## src/rtl/rm3014_pkg.sv

```systemverilog
// ----------------------------------------------------------------------------
// rm3014_pkg
// Types and constant tables for the shortened (30,14) Reed-Muller codec.
// ----------------------------------------------------------------------------
package rm3014_pkg;

   localparam int MSG_BITS  = 14;
   localparam int PAR_BITS  = 16;
   localparam int WORD_BITS = 30;
   localparam int NUM_CHECKS = 4;

   typedef logic [PAR_BITS-1:0]  par_type;
   typedef logic [MSG_BITS-1:0]  msg_type;
   typedef logic [WORD_BITS-1:0] word_type;

   localparam logic FUNC_ENCODE = 1'b0;
   localparam logic FUNC_DECODE = 1'b1;

   // Row r belongs to message bit (13 - r).
   localparam par_type GEN_ROWS [MSG_BITS] = '{
      16'h9B60, 16'h2DE0, 16'hFC20, 16'hE03C, 16'h983A, 16'h5436, 16'h2C2E,
      16'hFFDF, 16'h8339, 16'h42B5, 16'h21AD, 16'h1273, 16'h096B, 16'h04E7
   };

   // Four parity check masks for each message bit in transmit order.
   localparam par_type VOTE_MASKS [MSG_BITS][NUM_CHECKS] = '{
      '{16'h2E20, 16'hCD80, 16'h78C0, 16'h9B60},
      '{16'h98A0, 16'hCE40, 16'h7B00, 16'h2DE0},
      '{16'h4960, 16'hAAC0, 16'h1F80, 16'hFC20},
      '{16'h039C, 16'hE03C, 16'h557C, 16'hB6DC},
      '{16'h983A, 16'h2D7A, 16'hCEDA, 16'h7B9A},
      '{16'h02D6, 16'h5436, 16'hE176, 16'hB796},
      '{16'h2C2E, 16'h996E, 16'hCF8E, 16'h7ACE},
      '{16'h4A9F, 16'hA93F, 16'h1C7F, 16'hFFDF},
      '{16'h6099, 16'h8339, 16'h3679, 16'hD5D9},
      '{16'hA115, 16'h1455, 16'h42B5, 16'hF7F5},
      '{16'hC20D, 16'h21AD, 16'h94ED, 16'h774D},
      '{16'h4493, 16'h1273, 16'hA733, 16'hF1D3},
      '{16'h096B, 16'hBC2B, 16'hEACB, 16'h5F8B},
      '{16'h5207, 16'h04E7, 16'hB1A7, 16'hE747}
   };

endpackage

```

## src/rtl/rm3014_enc.sv

```systemverilog
// ----------------------------------------------------------------------------
// rm3014_enc
// Systematic encoder: message on top, generator parity below.
// ----------------------------------------------------------------------------
module rm3014_enc (
   input  rm3014_pkg::msg_type  msg,
   output rm3014_pkg::word_type codeword
);
   import rm3014_pkg::*;

   par_type parity;

   always_comb begin
      parity = '0;
      for (int r = 0; r < MSG_BITS; r++) begin
         if (msg[MSG_BITS-1-r]) begin
            parity = parity ^ GEN_ROWS[r];
         end
      end
   end

   assign codeword = {msg, parity};

endmodule

```

## src/rtl/rm3014_dec.sv

```systemverilog
// ----------------------------------------------------------------------------
// rm3014_dec
// Majority-vote decoder: each message bit is set when at least three of its
// five votes are set.
// ----------------------------------------------------------------------------
module rm3014_dec (
   input  rm3014_pkg::word_type received,
   output rm3014_pkg::msg_type  msg
);
   import rm3014_pkg::*;

   par_type              parity;
   logic [NUM_CHECKS:0]  votes [MSG_BITS];
   logic [2:0]           count [MSG_BITS];

   assign parity = received[PAR_BITS-1:0];

   always_comb begin
      for (int r = 0; r < MSG_BITS; r++) begin
         votes[r][NUM_CHECKS] = received[WORD_BITS-1-r];
         for (int c = 0; c < NUM_CHECKS; c++) begin
            votes[r][c] = ^(parity & VOTE_MASKS[r][c]);
         end
         count[r] = '0;
         for (int k = 0; k <= NUM_CHECKS; k++) begin
            count[r] = count[r] + {2'b00, votes[r][k]};
         end
         msg[MSG_BITS-1-r] = (count[r] >= 3'd3);
      end
   end

endmodule

```

## src/rtl/rm_30_14_encode_decode.sv

```systemverilog
// ----------------------------------------------------------------------------
// rm_30_14_encode_decode
// Shortened (30,14) Reed-Muller encoder and majority-vote decoder.
//
//   Channel   Ports                              Handshake
//   request   req_func, req_word_in              start high, busy low
//   response  rsp_word_out                       rsp_strobe, one cycle
//
// A word is taken in every cycle; busy never rises.
// Each request passes through the input register, then through the encoder
// or decoder into the result register.
// Reset clears the valid flags only; nothing else is held between words.
// The receiver cannot stall, so no word ever waits.
// ----------------------------------------------------------------------------
module rm_30_14_encode_decode (
   input  logic                 clock,
   input  logic                 reset,
   input  logic                 start,
   output logic                 busy,
   input  logic                 req_func,
   input  rm3014_pkg::word_type req_word_in,
   output logic                 rsp_strobe,
   output rm3014_pkg::word_type rsp_word_out
);
   import rm3014_pkg::*;

   logic     req_valid_ff, req_valid_in;
   logic     req_func_ff;
   word_type req_word_ff;
   logic     rsp_valid_ff, rsp_valid_in;
   word_type rsp_word_ff, rsp_word_in;
   word_type enc_word;
   msg_type  dec_msg;

   assign busy         = 1'b0;
   assign req_valid_in = start & ~busy;
   assign rsp_valid_in = req_valid_ff;

   always_ff @(posedge clock) begin
      if (reset) begin
         req_valid_ff <= 1'b0;
         rsp_valid_ff <= 1'b0;
      end else begin
         req_valid_ff <= req_valid_in;
         rsp_valid_ff <= rsp_valid_in;
      end
   end

   always_ff @(posedge clock) begin
      if (req_valid_in) begin
         req_func_ff <= req_func;
         req_word_ff <= req_word_in;
      end
      if (rsp_valid_in) begin
         rsp_word_ff <= rsp_word_in;
      end
   end

   rm3014_enc u_enc (
      .msg      (req_word_ff[MSG_BITS-1:0]),
      .codeword (enc_word)
   );

   rm3014_dec u_dec (
      .received (req_word_ff),
      .msg      (dec_msg)
   );

   assign rsp_word_in = (req_func_ff == FUNC_DECODE) ?
                        {{(WORD_BITS-MSG_BITS){1'b0}}, dec_msg} : enc_word;

   assign rsp_strobe   = rsp_valid_ff;
   assign rsp_word_out = rsp_word_ff;

`ifndef NO_ASSERTIONS
   a_never_busy : assert property (@(posedge clock) disable iff (reset) !busy)
      else $error("busy was raised");

   a_strobe_follows_start : assert property (@(posedge clock) disable iff (reset)
      rsp_strobe |-> $past(start, 2))
      else $error("result strobe without a request two cycles earlier");

   a_decode_upper_zero : assert property (@(posedge clock) disable iff (reset)
      (rsp_strobe && ($past(req_func, 2) == FUNC_DECODE))
         |-> (rsp_word_out[WORD_BITS-1:MSG_BITS] == '0))
      else $error("decoded word has nonzero upper bits");
`endif

endmodule

```

## config.mk

```make
export PLATFORM = sky130hd
export DESIGN_NAME = rm_30_14_encode_decode
export DESIGN_NICKNAME = d
export VERILOG_FILES = /design/src/rtl/rm3014_pkg.sv /design/src/rtl/rm3014_enc.sv /design/src/rtl/rm3014_dec.sv /design/src/rtl/rm_30_14_encode_decode.sv
export SDC_FILE = /design/constraint.sdc
export NUM_CORES = 1
export LEC_CHECK = 0
export BUFFER_PORTS_ARGS = -buffer_cell sky130_fd_sc_hd__buf_2
export CORE_ASPECT_RATIO = 0.8
export CORE_UTILIZATION = 55
export CTS_BUF_LIST = sky130_fd_sc_hd__clkbuf_2
export DETAILED_ROUTE_END_ITERATION = 12
export GPL_TIMING_DRIVEN = 1
export PLACE_DENSITY_LB_ADDON = 0.3
export RECOVER_POWER = 100
export SETUP_SLACK_MARGIN = 0.05
export SYNTH_ARGS = -nofsm -noshare
export SYNTH_HDL_FRONTEND = slang
export SYNTH_SLANG_ARGS = --single-unit
```

## constraint.sdc

```tcl
create_clock -name clock -period 6.7 [get_ports clock]
set_input_delay 1.34 -clock clock [delete_from_list [all_inputs] [get_ports clock]]
set_output_delay 1.34 -clock clock [all_outputs]
set_load 0.005 [all_outputs]
```

# Word-level counts from Yosys, hierarchy flattened
# Cells that the tools add are included.
# op_classes
n_addsub,56
multipliers,0
n_div,0
magnitude_cmp,14
n_eq_ne,0
n_shift,0
n_mux,15
n_bitwise,13
reduce_logical,56
# op_table
operator,n
$reduce_xor 16->1,56
$add 3x1->3,39
$mux 16,6
$not 7->7,12
$mux 14,4
$ge 3x2->1 const B,14
$mux 15,2
$add 1x1->2,14
$not 15->15,1
$mux 13,1
$mux 12,1
$mux 11,1
$add 2x1->3,3
# totals
ff_bits,63
latch_bits,0
ram_bits,0
romBits,0
in_bits,34
out_inout_bits,32
word_cells,160
memories,0

# Depth between registers and ports, before layout
# Gate-level depths: netlist of run 1.
# logic_depth
depth_word,28
depth_mapped,14
depth_no_buf,13

# Hierarchy
# A second synthesis of run 1 with hierarchy kept.
# hier_totals
hier_cells,462
hier_area_um2,6077.1
# by_module_without_submodules
mod,instances,cells_each,area_each_um2,seq_area_each_um2
rm3014_dec,1,293,3216.8,0.0
rm_30_14_encode_decode,1,100,2233.4,1871.8
rm3014_enc,1,69,626.9,0.0

# Worst setup path after synthesis of run 1
# Ideal clock, no wire load.
# synth_path
kind,register to register
start,register req_word_ff[7]
end,"register rsp_word_ff[6] (netlist: rsp_word_out[6]), data pin"
setup_ps,254
arrival_time_ps,3041
required_time_ps,6446
setup_slack_ps,3405
path_stages_with_launch,13
n_path_buf,1
path_cell_list,edfxtp_1 > buf_4 > xnor2_1 > xnor2_1 > xnor2_1 > xnor2_1 > ha_1 > fa_1 > ha_1 > inv_1 > fa_1 > o211ai_1 > o21a_1
# synth_via
elab_chain_len,7
word_cells_on_any_way,8
cone_classes,4 x add/sub; 1 x order compare; 1 x mux; 2 x reduce/logical
# synth_lines
item,line_no,rtl
"start, declared",rm_30_14_encode_decode.sv:29,word_type req_word_ff;
"start signal, assigned",rm_30_14_encode_decode.sv:52,req_word_ff <= req_word_in;
$reduce_xor 16->1,rm3014_dec.sv:22,votes[r][c] = ^(parity & VOTE_MASKS[r][c]);
$add 1x1->2,rm3014_dec.sv:26,"count[r] = count[r] + {2'b00, votes[r][k]};"
$add 3x1->3,rm3014_dec.sv:26,
$add 3x1->3 * (2 in series),rm3014_dec.sv:26,
$ge 3x2->1 *,rm3014_dec.sv:28,msg[MSG_BITS-1-r] = (count[r] >= 3'd3);
$mux 14 *,rm_30_14_encode_decode.sv:69,assign rsp_word_in = (req_func_ff == FUNC_DECODE) ?
named net rsp_word_in[6],rm_30_14_encode_decode.sv:31,"word_type rsp_word_ff, rsp_word_in;"
"end signal, assigned",rm_30_14_encode_decode.sv:55,rsp_word_ff <= rsp_word_in;
"end, declared",rm_30_14_encode_decode.sv:31,
# Mark *: on every way through the listed nets, which the timed path passes. The rest lies on a longest branch.
# A chain may end at the register's enable or synchronous reset.

# Worst setup path in the final report of run 1
# layout_path
start,register req_word_ff[5]
end,"register rsp_word_ff[7] (netlist: rsp_word_out[7]), data pin"
# layout_via
elab_chain_len,7
word_cells_on_any_way,8
cone_classes,4 x add/sub; 1 x order compare; 1 x mux; 2 x reduce/logical
# layout_lines
item,line_no
$reduce_xor 16->1,rm3014_dec.sv:22
$add 1x1->2 *,rm3014_dec.sv:26
$add 3x1->3 * (3 in series),rm3014_dec.sv:26
$ge 3x2->1 *,rm3014_dec.sv:28
$mux 14 *,rm_30_14_encode_decode.sv:69
named net rsp_word_in[7],rm_30_14_encode_decode.sv:31
# Marked as above.

==> impl_metrics.env, run 1 <==
export IMPL_cp_depth=12
export IMPL_avgSynthCellArea_um2=12.3
export IMPL_arrival_ps=4510
export IMPL_grt_ovfl_total=0
export IMPL_min_from="req_func_ff"
export IMPL_cts_buffers=9
export IMPL_slew_headroom_pct=-22.8
export IMPL_post_dp_hpwl_um=8670
export IMPL_root_buffer="clkbuf_2"
export IMPL_nets=606
export IMPL_cpPeakStageDelay_ps=740
export IMPL_p_per_area_mw_per_mm2=429
export IMPL_p_leak_nw=2.34
export IMPL_syn_num_nets=553
export IMPL_clock_sinks=63
export IMPL_rr_worst_depth=12
export IMPL_gr_usage_met1_pct=33.3
export IMPL_use_met3_pct=6.15
export IMPL_rows=32
export IMPL_cap_violations=2
export IMPL_antenna_found_initial=0
export IMPL_drc_errors=0
export IMPL_r2r_end="rsp_word_out[7]"
export IMPL_insertion_delay_ps=530
export IMPL_busiest_layer="met2"
export IMPL_num_fill_cells=835
export IMPL_wl_um=11400
export IMPL_gp_congestion=0.888
export IMPL_mostFrequentLayoutCell="xnor2_1"
export IMPL_detail_route_iter0_violations=122
export IMPL_cp_end_kind="register"
export IMPL_wl_per_cell_um=17.3
export IMPL_grt_pass1_wl_um=18300
export IMPL_syn_to_final_growth_pct=6.41
export IMPL_cts_htree_levels=3
export IMPL_worstSetupStartpointType="register"
export IMPL_die_h_um=92.9
export IMPL_cts_resized=0
export IMPL_post_route_period_util_pct=63.1
export IMPL_cp_startpoint="req_word_ff[5]"
export IMPL_postSynthCellCount=463
export IMPL_whs_ps=926
export IMPL_seq_area_frac_synth_pct=33.0
export IMPL_failed_checks="capacitance limit, slew limit"
export IMPL_setup_viol=0
export IMPL_clk_pin_slew_ps=180
export IMPL_grt_usage_pct=23.7
export IMPL_stdcell_area_mm2=0.00604
export IMPL_final_setup_tns_ps=0
export IMPL_seqCellArea_mm2=0.00187
export IMPL_worstSetupPathType="register to register"
export IMPL_grt_max_degree=45
export IMPL_io_buffers=64
export IMPL_hold_path_depth=2
export IMPL_outcome="finished with violations"
export IMPL_pin_count=66
export IMPL_grt_pass1_vias=3376
export IMPL_cts_tree="yes"
export IMPL_via_count=3183
export IMPL_finalMaxSlewViolations=65
export IMPL_ir_drop_v=0.000205
export IMPL_multi_input_area_mm2=0.00338
export IMPL_chipWidth_um=116
export IMPL_hold_end="rsp_word_out[20]"
export IMPL_num_antenna_cells=0
export IMPL_yosys_warnings=0
export IMPL_post_cts_buffers=0
export IMPL_ys_ff_latch=63
export IMPL_worstMarginPinSlew_ps=1840
export IMPL_crit_fanout=9
export IMPL_finClkSkew_ps=28.7
export IMPL_crit_chain="xor2_1 > xor2_1 > xor2_1 > xnor2_1 > ha_1 > fa_1 > ha_1 > inv_1 > fa_1 > o21ai_0 > nand2_1 > o21ai_0"
export IMPL_firstDrtPassIters=5
export IMPL_start_util_pct=57.7
export IMPL_core_mm2=0.00985
export IMPL_path_buf_inv=1
export IMPL_timing_rr_start="req_word_ff[5]"
export IMPL_crit_slowest_cell="edfxtp_1"
export IMPL_period_needed_ps=4230
export IMPL_hold_buffers=0
export IMPL_ant_nets=0
export IMPL_dpl_cell_area_mm2=0.00598
export IMPL_grt_setup_unrepaired="no"
export IMPL_cts_buffer_depth=2
export IMPL_syn_area_mm2=0.00568
export IMPL_final_cell_mix="134 x xnor2_1, 61 x edfxtp_1, 55 x xor2_1, 50 x inv_1, 45 x buf_2"
export IMPL_design_die_area_mm2=0.0107
export IMPL_required_ps=6980
export IMPL_crit_top_cell="xor2_1"
export IMPL_synth_cell_types=33
export IMPL_finalHoldViolCount=0
export IMPL_avgViaCountPerCell=4.84
export IMPL_maxClockFrequency_mhz=237
export IMPL_min_path_type="register to register"
export IMPL_drive_above_1_share_pct=15.0
export IMPL_cp_top_family="XOR/XNOR gates"
export IMPL_grt_use_met2_pct=36.3
export IMPL_reg2reg_slack_ps=2470
[per-stage QoR]
| step | power, mW | util [%] | std cells | setup WS (ps) |
|---|---|---|---|---|
| 2_1_floorplan | 1.96 | - | 463 | 3400 |
| 3_3_place_gp | 2.23 | 60.8 | 641 | 2600 |
| 3_5_place_dp | 2.35 | 60.8 | 641 | 2610 |
| 4_1_cts | 2.63 | 62.1 | 657 | 2570 |
| 5_1_grt | 2.93 | 61.4 | 657 | 2170 |
| 6_report | 2.59 | 61.4 | 657 | 2470 |
[worst max-delay path by stage]
| stage | to | slack (ps) |
|---|---|---|
| 2_1_floorplan | rsp_word_out[6] | 3400 |
| 3_3_place_gp | rsp_word_out[9] | 2600 |
| 3_5_place_dp | rsp_word_out[9] | 2610 |
| 4_1_cts | rsp_word_out[9] | 2570 |
| 5_1_grt | rsp_word_out[7] | 2170 |
| 6_report | rsp_word_out[7] | 2470 |
[synthesized netlist by cell type, drive strengths merged]
master	number	area (um^2)
xnor2	143	1340
xor2	62	682
buf	20	169
o21ai	16	80.1
a21oi	1	5.00
nor3b	2	15.0
ha	28	350
inv	50	188
o211ai	4	30.0
clkdlybuf4s50	1	11.3
xor3	2	47.6
edfxtp	61	1830
dfxtp	2	40.0
fa	28	561
nor2b	15	93.8
conb	1	3.75
nand2	7	26.3
nand2b	1	6.26
clkbuf	3	21.3
nor2	5	18.8
a31oi	1	6.26
xnor3	5	114
o21a	5	37.5
[worst min-delay path: cells and delay by family, from the launching register on]
family,cells,cell delay (ps)
flops,1,400
buf+inv,1,280
simple gates,1,150
[kinds of logic after synthesis]
group	after synthesis	share of synthesized area (%)
xor gates and xnor gates	212	38.5
buffers and inverters	74	6.85
DFF	63	33.0
adders and majority gates	56	16.0
and+or+nand+nor	30	2.82
AOI/OAI and AO/OA	27	2.80
other	1	0.0660
[sequential cells by signal (all words and copies together) (netlist names)]
signal        flops
rsp_word_out     30
req_func_ff       1
rsp_strobe        1
req_valid_ff      1
req_word_ff      30
[area by class of cell]
class	instances	area share [%]
Multi-Input combinational cell	326	55.9
Sequential cell	63	31.0
Timing Repair Buffer	66	5.09
Inverter	50	3.10
Tap cell	136	2.82
Clock inverter	5	1.22
Clock buffer	11	0.911
[metal layers]
layer	vias to the layer above	wire length [um]
li1	1554	-
met1	1533	5450
met2	87	5120
met3	9	704
met4	0	79
met5	-	0
[power by group]
part	internal, mW	switching [mW]	total, mW
registers	0.529	0.0572	0.586
logic	0.816	0.928	1.74
clock network	0.124	0.138	0.262
total	1.47	1.12	2.59
Note: power is estimated with default switching activity, not from simulation.
==> inputs of run 2 (changes only) <==
--- a/config.mk
+++ b/config.mk
@@ -5,6 +5,7 @@
 export SDC_FILE = /design/constraint.sdc
 export NUM_CORES = 1
 export LEC_CHECK = 0
+export ABC_AREA = 1
 export BUFFER_PORTS_ARGS = -buffer_cell sky130_fd_sc_hd__buf_2
 export CORE_ASPECT_RATIO = 0.8
 export CORE_UTILIZATION = 55
==> constraint.sdc (replaced) <==
create_clock -name clock -period 3.6 [get_ports clock]
set_input_delay 0.72 -clock clock [delete_from_list [all_inputs] [get_ports clock]]
set_output_delay 0.72 -clock clock [all_outputs]
set_load 0.005 [all_outputs]
==> run 2 against run 1 <==
The run still ends with capacitance limit, slew limit left. Setup slack got worse by 2300 ps. Core utilization increased by 3.5 points. Synthesized cell count increased by 30%. Largest cell class unchanged.
==> impl_metrics.env, run 2 <==
export IMPL_wl_um=15300
export IMPL_finalHoldViolCount=0
export IMPL_final_setup_tns_ps=0
export IMPL_final_cells=867
export IMPL_power_mw=4.36
export IMPL_hold_buffers=0
export IMPL_io_buffers=64
export IMPL_start_util_pct=57.0
export IMPL_clock_sinks=63
export IMPL_die_h_um=97.2
export IMPL_yosys_top_cells_count="108 x xor2_1, 105 x nand2_1, 71 x inv_1, 61 x edfxtp_1, 49 x xnor2_1"
export IMPL_grt_setup_unrepaired="yes"
export IMPL_yosys_warnings=0
export IMPL_worstMarginPinSlew_ps=2020
export IMPL_required_ps=3940
export IMPL_grt_usage_pct=28.4
export IMPL_pin_count=66
export IMPL_cts_htree_levels=3
export IMPL_pwr_share_comb_pct=69.1
export IMPL_path_buf_inv=3
export IMPL_finClkSkew_ps=41.6
export IMPL_chipWidth_um=121
export IMPL_post_route_period_util_pct=96.4
export IMPL_cap_violations=2
export IMPL_cts_tree="yes"
export IMPL_synth_xor_area_share_pct=31.4
export IMPL_p_per_area_mw_per_mm2=615
export IMPL_outcome="finished with violations"
export IMPL_cp_end_kind="register"
export IMPL_synth_top_family_by_area="XOR/XNOR gates"
export IMPL_setup_viol=0
export IMPL_mostFrequentLayoutCell="xor2_1"
export IMPL_worstSetupStartpointType="register"
export IMPL_finalMaxSlewViolations=65
export IMPL_crit_chain="clkbuf_4 > nand2_2 > nand2_8 > xnor2_1 > xor2_1 > inv_1 > ha_1 > fa_1 > ha_1 > inv_1 > fa_1 > o21ai_0 > nand2_1 > o21ai_0"
export IMPL_synth_adder_area_share_pct=14.6
export IMPL_cts_buffer_depth=2
export IMPL_ys_ff_latch=63
export IMPL_postSynthCellCount=603
export IMPL_ir_drop_v=0.000375
export IMPL_num_antenna_cells=0
export IMPL_synth_top_flop_cell="edfxtp_1"
export IMPL_synth_top_area_share_pct=29.4
export IMPL_arrival_ps=3810
export IMPL_place_inst=830
export IMPL_synth_edf_count=61
export IMPL_clk_pin_slew_ps=200
export IMPL_detail_route_iter0_violations=345
export IMPL_crit_slowest_cell="edfxtp_1"
export IMPL_avgViaCountPerCell=4.96
export IMPL_min_path_type="input pin to register"
export IMPL_synth_compound_area_share_pct=1.73
export IMPL_cpPeakStageDelay_ps=590
export IMPL_cp_top_family="adder cells"
export IMPL_num_fill_cells=904
export IMPL_muxShareOfSynthArea_pct=0
export IMPL_root_buffer="clkbuf_2"
export IMPL_yosysTopAreaCell="edfxtp_1"
export IMPL_synth_most_common_cell="xor2_1"
export IMPL_yosys_top_cells_area="edfxtp_1 29%, xor2_1 15%, fa_1 9.0%"
export IMPL_grt_max_degree=34
export IMPL_switching_share_pct=46.2
export IMPL_async_reset_ff_share_pct=0
export IMPL_grt_pass1_wl_um=24000
export IMPL_gp_congestion=0.934
export IMPL_grt_ovfl_total=0
export IMPL_drc_errors=0
export IMPL_seq_area_frac_synth_pct=30.0
export IMPL_pwr_share_seq_pct=23.1
export IMPL_final_cell_mix="108 x xor2_1, 105 x nand2_1, 70 x inv_1, 61 x edfxtp_1, 57 x buf_4"
export IMPL_nets=811
export IMPL_post_dp_hpwl_um=12300
export IMPL_maxClockFrequency_mhz=288
export IMPL_p_leak_nw=3.26
export IMPL_clkPwrFrac_pct=7.9
export IMPL_synth_simple_gate_area_share_pct=13.4
export IMPL_wl_per_cell_um=17.6
export IMPL_crit_fanout=5
export IMPL_grt_pass1_vias=4242
export IMPL_seqCellArea_mm2=0.00187
export IMPL_core_mm2=0.0109
export IMPL_synth_cell_types=33
export IMPL_final_util_pct=64.9
export IMPL_multi_input_area_mm2=0.00383
export IMPL_failed_checks="capacitance limit, slew limit"
export IMPL_slew_headroom_pct=-34.9
export IMPL_design_die_area_mm2=0.0118
export IMPL_antenna_found_initial=0
export IMPL_syn_area_mm2=0.00624
export IMPL_syn_to_final_growth_pct=13.8
export IMPL_rows=34
export IMPL_via_count=4302
export IMPL_drive_above_1_share_pct=27.4
export IMPL_power_switching_mw=2.02
export IMPL_worstSetupPathType="register to register"
export IMPL_avgSynthCellArea_um2=10.3
export IMPL_cts_buffers=9
export IMPL_insertion_delay_ps=560
export IMPL_internal_power_mw=2.35
export IMPL_firstDrtPassIters=5
export IMPL_ant_nets=0
export IMPL_syn_num_nets=693
export IMPL_period_needed_ps=3470
[run 2: changes by cell type after synthesis, moves of 10 or more]
cell	delta
nand2_1	+98
xor2_1	+57
nand3_1	+10
nand2_2	+17
nand2_4	+10
xnor2_1	-85
inv_1	+21
nor2_1	+15
nor2b_1	-15
[run 2: what timing repair did]
action | 4_1_cts | 5_1_grt
resized for setup | 0 | 5
setup endpoints to repair | 0 | 9
buffers inserted | 0 | 24
[run 2: stage by stage]
stage / area (um^2) / setup slack [ps] / hold slack [ps]
global route: 7100 / 21.0 / 283
global placement: 6850 / 160 / 598
finish: 7100 / 129 / 309
detailed placement: 6850 / 84.5 / 614
CTS: 6920 / 81.6 / 298
floorplan: 6240 / 398 / 626
[run 2: power groups by stage]
stage          clock [mW]  combinational (mW)  sequential [mW]
2_1_floorplan           0                2.20             1.02
4_1_cts             0.351                2.98             1.01
3_5_place_dp            0                2.97             1.03
3_3_place_gp            0                2.76             1.03
6_report            0.343                3.01             1.01
5_1_grt             0.382                3.48             1.02
[run 2: layout make-up]
type,count,share of cell area (%)
multi-input cells,433,53.9
repair buffers,129,11.4
inverters,85,4.81
clock buffers,10,0.705
flip-flops and latches,63,26.4
well taps,144,2.54
clock inverters,3,0.194
[run 2: worst paths after layout]
path	startpoint	to	slack (ps)	depth (start not counted)
hold reg to reg	req_word_ff[2]	rsp_word_out[18]	600	2
setup / recovery	req_word_ff[6]	rsp_word_out[8]	130	14
setup reg to reg	req_word_ff[6]	rsp_word_out[8]	130	14
hold / removal	req_word_in[9]	req_word_ff[9]	310	1
[run 2: routing by layer]
metal / up-vias / track usage [%] / wire length [um]
met5: - / 0 / 0
met4: 0 / 8.64 / 322
met3: 21 / 4.40 / 709
met2: 129 / 44.1 / 6960
met1: 2074 / 40.6 / 7290
li1: 2078 / - / -
[run 2: kinds of logic after synthesis]
logic type | count (synthesis)
AOI/OAI and AO/OA | 21
adders and majority gates | 56
and+or+nand+nor | 171
DFF | 63
buffers and inverters | 107
other | 1
xor gates and xnor gates | 184
==> inputs of run 3 (changes only) <==
--- a/config.mk
+++ b/config.mk
@@ -5,7 +5,6 @@
 export SDC_FILE = /design/constraint.sdc
 export NUM_CORES = 1
 export LEC_CHECK = 0
-export ABC_AREA = 1
 export BUFFER_PORTS_ARGS = -buffer_cell sky130_fd_sc_hd__buf_2
 export CORE_ASPECT_RATIO = 0.8
 export CORE_UTILIZATION = 55
==> run 3 against run 2 <==
The flow still finishes with violations (capacitance limit, slew limit). Critical path depth down 3. Setup slack worse by 48 ps. Non-clock buffer count up 32. Core utilization up 5.1 points. Combinational power up 20%. Sequential share of layout area up 0.77 points. Global-route usage down 2.7 points. Clock-buffer cell count up 2. Register-to-register slack worse by 50 ps. Total power up 17%. Critical path type unchanged. Critical endpoint is now rsp_word_out[6].
==> impl_metrics.env, run 3 (synthesis results as in run 1) <==
export IMPL_outcome="finished with violations"
export IMPL_failed_checks="capacitance limit, slew limit"
export IMPL_antenna_found_initial=0
export IMPL_avgViaCountPerCell=4.87
export IMPL_dp_slack_ps=-7.90
export IMPL_grt_use_met2_pct=40.3
export IMPL_grt_pass1_vias=3668
export IMPL_insertion_delay_ps=520
export IMPL_arrival_ps=3800
export IMPL_num_fill_cells=763
export IMPL_reg2reg_slack_ps=80
export IMPL_gp_congestion=0.934
export IMPL_grt_setup_unrepaired="yes"
export IMPL_place_inst=712
export IMPL_switching_share_pct=42.7
export IMPL_maxClockFrequency_mhz=284
export IMPL_stdcell_area_mm2=0.00690
export IMPL_wl_um=12800
export IMPL_root_buffer="clkbuf_2"
export IMPL_rows=32
export IMPL_worstSetupPathType="register to register"
export IMPL_required_ps=3880
export IMPL_io_buffers=64
export IMPL_grt_max_degree=33
export IMPL_finClkSkew_ps=30.7
export IMPL_ant_nets=0
export IMPL_hold_buffers=0
export IMPL_final_util_pct=70.0
export IMPL_slew_headroom_pct=-31.1
export IMPL_pwr_share_comb_pct=71.1
export IMPL_grt_usage_pct=25.7
export IMPL_core_mm2=0.00985
export IMPL_finalHoldViolCount=0
export IMPL_mostFrequentLayoutCell="xnor2_1"
export IMPL_post_dp_hpwl_um=9950
export IMPL_grt_pass1_wl_um=19800
export IMPL_drc_errors=0
export IMPL_ir_drop_v=0.000327
export IMPL_finalMaxSlewViolations=65
export IMPL_clock_sinks=63
export IMPL_nets=701
export IMPL_design_die_area_mm2=0.0107
export IMPL_grt_ovfl_total=0
export IMPL_cap_violations=2
export IMPL_final_cells=752
export IMPL_setup_ws_ps=80.1
export IMPL_final_cell_mix="127 x xnor2_1, 85 x buf_4, 61 x edfxtp_1, 50 x inv_1, 50 x buf_2"
export IMPL_gr_usage_met1_pct=36.9
export IMPL_worstSetupStartpointType="register"
export IMPL_crit_fanout=6
export IMPL_worstMarginPinSlew_ps=1970
export IMPL_pwr_share_seq_pct=20.5
export IMPL_pin_count=66
export IMPL_cts_buffer_depth=2
export IMPL_setup_viol=0
export IMPL_post_route_period_util_pct=97.8
export IMPL_power_switching_mw=2.18
export IMPL_cts_tree="yes"
export IMPL_start_util_pct=57.7
export IMPL_p_leak_nw=2.84
export IMPL_internal_power_mw=2.92
export IMPL_cts_htree_levels=3
export IMPL_wl_per_cell_um=17.0
export IMPL_p_per_area_mw_per_mm2=740
export IMPL_via_count=3665
export IMPL_syn_to_final_growth_pct=21.4
export IMPL_period_needed_ps=3520
export IMPL_clkPwrFrac_pct=8.5
export IMPL_firstDrtPassIters=5
export IMPL_power_mw=5.10
export IMPL_cts_buffers=9
export IMPL_drive_above_1_share_pct=30.5
export IMPL_cp_end_kind="register"
export IMPL_die_h_um=92.9
export IMPL_busiest_layer="met2"
export IMPL_use_met3_pct=4.58
export IMPL_clk_pin_slew_ps=200
export IMPL_dpl_cell_area_mm2=0.00656
export IMPL_detail_route_iter0_violations=210
export IMPL_chipWidth_um=116
export IMPL_min_path_type="input pin to register"
export IMPL_num_antenna_cells=0
-- run 3: changes by cell type in the layout (fill, tap and decap cells not counted), sizes merged, moves of 4 or more --
cell and delta:
buf +29, clkbuf +5, inv -35, nand2 -128, nand3 -10, nor2 -15, nor2b +15, o211ai +4
o21a +5, xnor2 +82, xnor3 +5, xor2 -61
-- run 3: power by group through the flow --
stage                     clock (mW)  combinational [mW]  sequential [mW]
after floorplan                    0                2.60             1.05
after global placement             0                3.33             1.07
after detailed placement           0                3.57             1.07
after CTS                      0.446                3.59             1.05
after global routing           0.465                4.19             1.06
final                          0.432                3.62             1.04
-- run 3: routing by layer --
layer / part of all wire (%) / wire [um] / vias up
li1: - / - / 1742
met1: 45 / 5820 / 1792
met2: 47 / 6010 / 115
met3: 6.2 / 796 / 16
met4: 1.4 / 174 / 0
met5: 0 / 0 / -
-- run 3: worst max-delay path, cell delays in order (launching register included) --
cell and delay (ps):
edfxtp_1 580, buf_4 210, xnor2_1 370, xnor2_2 200
xnor3_1 400, xnor2_2 170, fa_1 500, ha_1 150
inv_1 50, fa_1 480, o211ai_1 90, o21a_1 130
-- run 3: worst paths after layout --
path | startpoint | endpoint | cells after the start
worst max-delay path | req_word_ff[10] | rsp_word_out[6] | 11
worst min-delay path | req_word_in[2] | req_word_ff[2] | 1
worst max register to register | req_word_ff[10] | rsp_word_out[6] | 11
worst min register to register | req_word_ff[5] | rsp_word_out[21] | 2
-- run 3: per-stage QoR --
step | hold WS (ps) | setup TNS, ps
4_1_cts | 323 | 0
2_1_floorplan | 711 | 0
3_3_place_gp | 762 | 0
3_5_place_dp | 776 | -7.90
6_report | 352 | 0
5_1_grt | 311 | -32.0
-- run 3: layout make-up --
cell class	count	area, um^2	share of cell area [%]
well taps	136	170	2.47
inverters	50	188	2.72
multi-input cells	326	3520	51.0
repair buffers	161	1040	15.1
clock inverters	4	46.3	0.671
clock buffers	12	60.1	0.871
flip-flops and latches	63	1870	27.1
-- run 3: what timing repair did --
item,in CTS,in global routing
pin swaps,0,7
gates resized for setup,0,15
setup endpoints to repair,1,13
cloned,0,0
buffers inserted,3,21
